**src/rtl/core/bpe_pkg.sv**
```systemverilog
// ----------------------------------------------------------------------------
// bpe_pkg
// Types and fixed widths shared by the Bezier point evaluator.
// ----------------------------------------------------------------------------
`default_nettype none

package bpe_pkg;

  localparam int unsigned CoordW = 24;  // signed Q15.8
  localparam int unsigned ParamW = 18;  // signed Q1.16
  localparam int unsigned TW     = 17;  // clamped t, 0..65536
  localparam int unsigned FracW  = 16;
  localparam int unsigned CountW = 5;
  localparam int unsigned IndexW = 4;

  localparam logic [TW-1:0]     TOne       = 17'h10000;
  localparam logic [CountW-1:0] CountReset = 5'd1;

  typedef enum logic {
    OP_LOAD = 1'b0,
    OP_EVAL = 1'b1
  } bpe_op_e;

  typedef enum logic {
    ST_IDLE = 1'b0,
    ST_RUN  = 1'b1
  } bpe_state_e;

  typedef struct packed {
    logic wr_point;  // write the beat's point into the store
    logic start;     // copy store to work row, latch clamped t
    logic step;      // reduce one de Casteljau level
    logic load_out;  // move work[0] into the result register
  } bpe_cmd_t;

endpackage

`default_nettype wire

```
**src/rtl/core/bpe_ctrl.sv**
```systemverilog
// ----------------------------------------------------------------------------
// bpe_ctrl
// Sequencer: accepts beats, counts reduction levels, owns result valid.
// ----------------------------------------------------------------------------
`default_nettype none

module bpe_ctrl #(
  parameter int unsigned MAX_POINTS = 16
) (
  input  logic                         clk_i,
  input  logic                         rst_ni,
  input  logic                         cfg_valid_i,
  input  logic [bpe_pkg::CountW-1:0]   cfg_data_i,
  output logic                         cfg_ready_o,
  input  logic                         in_valid_i,
  input  logic                         in_op_i,
  output logic                         in_ready_o,
  output logic                         out_valid_o,
  input  logic                         out_ready_i,
  output bpe_pkg::bpe_cmd_t            cmd_o
);
  import bpe_pkg::*;

  localparam int unsigned LvlW = $clog2(MAX_POINTS);

  bpe_state_e        state_q, state_d;
  logic [LvlW-1:0]   lvl_q, lvl_d;
  logic              out_valid_q, out_valid_d;
  logic [CountW-1:0] count_q;
  logic [LvlW-1:0]   levels;
  logic              in_acc;
  logic              out_free;

  // Levels to run: clamped point count minus one.
  always_comb begin
    priority if (count_q == '0) begin
      levels = '0;
    end else if (32'(count_q) > MAX_POINTS) begin
      levels = LvlW'(MAX_POINTS - 1);
    end else begin
      levels = LvlW'(count_q - CountW'(1));
    end
  end

  assign cfg_ready_o = 1'b1;
  assign in_ready_o  = (state_q == ST_IDLE);
  assign in_acc      = in_valid_i && in_ready_o;
  assign out_free    = !out_valid_q || out_ready_i;
  assign out_valid_o = out_valid_q;

  always_comb begin
    state_d     = state_q;
    lvl_d       = lvl_q;
    out_valid_d = out_valid_q && !out_ready_i;
    cmd_o       = '0;
    unique case (state_q)
      ST_IDLE: begin
        if (in_acc) begin
          if (in_op_i == OP_EVAL) begin
            cmd_o.start = 1'b1;
            lvl_d       = levels;
            state_d     = ST_RUN;
          end else begin
            cmd_o.wr_point = 1'b1;
          end
        end
      end
      ST_RUN: begin
        if (lvl_q != '0) begin
          cmd_o.step = 1'b1;
          lvl_d      = lvl_q - LvlW'(1);
        end else if (out_free) begin
          cmd_o.load_out = 1'b1;
          out_valid_d    = 1'b1;
          state_d        = ST_IDLE;
        end
      end
      default: begin
        state_d = ST_IDLE;
      end
    endcase
  end

  always_ff @(posedge clk_i or negedge rst_ni) begin
    if (!rst_ni) begin
      state_q     <= ST_IDLE;
      lvl_q       <= '0;
      out_valid_q <= 1'b0;
      count_q     <= CountReset;
    end else begin
      state_q     <= state_d;
      lvl_q       <= lvl_d;
      out_valid_q <= out_valid_d;
      if (cfg_valid_i && cfg_ready_o) begin
        count_q <= cfg_data_i;
      end
    end
  end

endmodule

`default_nettype wire

```
**config.mk**
```make
export PLATFORM = sky130hd
export DESIGN_NAME = bpe_ctrl
export DESIGN_NICKNAME = d
export VERILOG_FILES = /design/src/rtl/core/bpe_pkg.sv /design/src/rtl/core/bpe_ctrl.sv
export SDC_FILE = /design/constraint.sdc
export NUM_CORES = 1
export LEC_CHECK = 0
export BUFFER_PORTS_ARGS = -buffer_cell sky130_fd_sc_hd__buf_4
export CORE_UTILIZATION = 49
export DETAILED_ROUTE_END_ITERATION = 12
export PLACE_DENSITY = 0.75
export SYNTH_ARGS = -nofsm -noshare
export SYNTH_HDL_FRONTEND = slang
export SYNTH_SLANG_ARGS = --single-unit
```
**constraint.sdc**
```tcl
create_clock -name clk_i -period 1.8 [get_ports clk_i]
set_input_delay 0.36 -clock clk_i [delete_from_list [all_inputs] [get_ports clk_i]]
set_output_delay 0.36 -clock clk_i [all_outputs]
set_load 0.05 [all_outputs]
```
==> results_dict.tcl <==
set metrics [dict create \
    outcome "complete, but fails checks" \
    violations "negative setup slack" \
    ff2ff_path_depth 12 \
    cts_tree "yes" \
    synth_commonest_cells "inv_1, dfrtp_1, nand2_1, o21ai_0, a21oi_1" \
    worstHoldPathType "input port to flip-flop" \
    p_leak_uw 0.0004775 \
    rr_endpoint "state_q" \
    routabilityCongestion 0.7956 \
    area_delta_synth_final_pct 49.06 \
    ys.warnings.count 0 \
    die_w_um 38.86 \
    ys.flop_type "dfrtp_1" \
    dp_hpwl_um 963.3 \
    fin_crit_sh_pct 111.3 \
    clock_sinks 11 \
    crit_start "lvl_q[0]" \
    powerDensity_nw_per_um2 1615 \
    hold_end "out_valid_o" \
    synthTopCellsByArea "dfrtp_1, inv_1, o21ai_0" \
    grt_max_degree 12 \
    synth_simple_gate_area_share_pct 19.92 \
    end_kind "output pin" \
    die_area_um2 1510 \
    worstSetupPathType "flip-flop to output pin" \
    ff2ff_setup_slack_ps -70 \
    num-nets-final 122 \
    synthesis.nets 90 \
    synth.most_common_cell "inv_1" \
    cts_max_level 1 \
    antenna_found_initial 0 \
    power_frac_clock_pct 10.6 \
    finish.utilization_pct 83.65 \
    avgViaCountPerCell 5.336 \
    grt_use_total_pct 23.96 \
    core_area_um2 1186 \
    synth_xor_area_share_pct 0 \
    synth-edff-count 0 \
    drive_above_1_share_pct 43.52 \
    num_antenna_cells 0 \
    clockRootBuffer "clkbuf_4" \
    critPathTopFamily "flip-flops" \
    grt_pass1_vias 538 \
    critPathMaxFanout 3 \
    synthesis.instances 77 \
    p_total_uw 1603 \
    setup_viol 3 \
    max_freq_mhz 499.2 \
    async_flop_share_pct 100.0 \
    synth_compound_area_share_pct 19.92 \
    wl_per_cell_um 12.69 \
    setup_ws_ps -203.2 \
    start_util_pct 56.12 \
    fillers 75 \
    clk_latency_ps 270 \
    finClkSkew_ps 4.095 \
    r2r_start "lvl_q[0]" \
    whs_path_depth 2 \
    synth_top_family_by_area "simple AND/OR/NAND/NOR gates" \
    cpPeakStageDelay_ps 390 \
    hold_viol_final 0 \
    synth_top_area_share_pct 37.59 \
    rows 12 \
    synth_area_leader_cell "dfrtp_1" \
    seq_area_frac_synth_pct 41.54 \
    ctsLongestPathBuffers 2 \
    power_frac_comb_pct 62.0 \
    final_antenna_net_count 0 \
    synthMuxAreaShare_pct 3.383 \
    fin_cells 122 \
    fp.dieH_um 38.86 \
    gr-total-overflow 0 \
    grt_first_pass_wirelength_um 2277 \
    startpoint_type "flip-flop" \
    cp_num_buf_inv 2 \
    cts_made_buffers 3 \
    slew_viol_final 0 \
    drc_errors 0 \
    ys_ff_latch 11 \
    p_sw_uw 680.2 \
    seqPwrFrac_pct 27.4 \
    drt_iter0_markers 16 \
    synthAdderAreaFrac_pct 5.451 \
    period_needed_ps 2003 \
    vias 651 \
    clk_pin_slew_ps 70 \
    ir_drop_uv 1324 \
    synth_cell_type_count 31 \
    routed_wl_um 1548 \
    worstPathArrival_ps 1640 \
    pin_count 18 \
    cpMaxStageDelayCell "dfrtp_1" \
    cap_violations 0 \
    firstDrtPassIters 4 \
    p_sw_share_pct 42.44 \
    pre_cts_slack_ps -30.30 \
    hold_start "out_ready_i" \
    cellInternalPower_uw 922.6 \
    syn_area_per_cell_um2 8.645 \
    worst_ep_required_time_ps 1440 \
    placedCellCount 105 \
    path_cells "inv_1 > ha_2 > nor3b_4 > nand2_2 > a21oi_2 > buf_6" \
    netlist_area_um2 665.6 \
    portBuffers 16 \
    rsz0062_at_grt "yes" \
]
==> worst max path at each step <==
| stage | slack, ps | endpoint | cells past startpoint |
|---|---|---|---|
| CTS | -160 | cmd_o[0] | 6 |
| global placement | -1 | cmd_o[0] | 6 |
| detailed placement | -30 | cmd_o[0] | 6 |
| global route | -300 | cmd_o[0] | 6 |
| floorplan | -40 | cmd_o[0] | 5 |
| finish | -200 | cmd_o[0] | 6 |
==> registers in the layout, summed over array words and instances, names as in the netlist <==
| signal | count |
|---|---|
| count_q | 5 |
| lvl_q | 4 |
| out_valid_o | 1 |
| state_q | 1 |
==> power groups by stage <==
stage / clock network, uW / logic [uW] / registers, uW
finish: 170 / 994 / 439
floorplan: 0 / 517 / 431
detailed placement: 0 / 697 / 440
global placement: 0 / 690 / 437
CTS: 175 / 869 / 440
global route: 186 / 1080 / 457
==> cells by family (layout without fill, tap and decap cells) <==
| family | after synthesis | count (layout) |
|---|---|---|
| other | 1 | 1 |
| DFF | 11 | 11 |
| AOI/OAI and AO/OA | 23 | 23 |
| buffers and inverters | 15 | 46 |
| muxes | 2 | 2 |
| and+or+nand+nor | 22 | 22 |
| adders and majority gates | 3 | 3 |
==> area by class of cell <==
cell class / instances / area (um2) / area share (%)
Multi-Input combinational cell: 51 / 369.1 / 37.20
Inverter: 12 / 45.04 / 4.540
Sequential cell: 11 / 276.5 / 27.87
Clock buffer: 4 / 26.28 / 2.648
Tap cell: 14 / 17.52 / 1.765
Timing Repair Buffer: 30 / 257.7 / 25.98
==> through the flow <==
step / TNS, ps / hold WS [ps] / cell area [um2]
floorplan: -44.56 / 64.41 / 674.4
global placement: -1.396 / 198.4 / 803.3
detailed placement: -30.30 / 199.3 / 803.3
CTS: -311.7 / 279.1 / 935.9
global route: -655.9 / 298.3 / 992.2
finish: -361.0 / 280.8 / 992.2
==> cells in the final DEF (no fill, tap or decap), types with 2 or more instances in the layout <==
| master | count |
|---|---|
| o21ai_0 | 8 |
| a21oi_1 | 5 |
| clkbuf_4 | 3 |
| a21oi_2 | 2 |
| buf_6 | 8 |
| mux2_2 | 2 |
| a31oi_1 | 2 |
| buf_4 | 21 |
| dfrtp_1 | 10 |
| nor2_1 | 2 |
| inv_1 | 11 |
| nand2_1 | 7 |
| nor3_1 | 2 |
==> per-layer routing <==
metal / GRT usage [%] / part of all wire (%) / routed length [um] / up-vias
met2: 40.83 / 53 / 825 / 14
met3: 3.468 / 2.7 / 42 / 5
li1: - / - / - / 329
met5: 0 / 0 / 0 / -
met1: 27.55 / 42 / 652 / 303
met4: 15.52 / 1.8 / 28 / 0
==> timing repair <==
item,in CTS,in global routing
resized for setup,6,10
endpoints found under the setup margin,2,6
endpoints found under the hold margin,10,0
pin swaps,1,0
setup buffers,10,3
hold buffers,1,0
No activity file was read; power rests on OpenSTA's default activity.
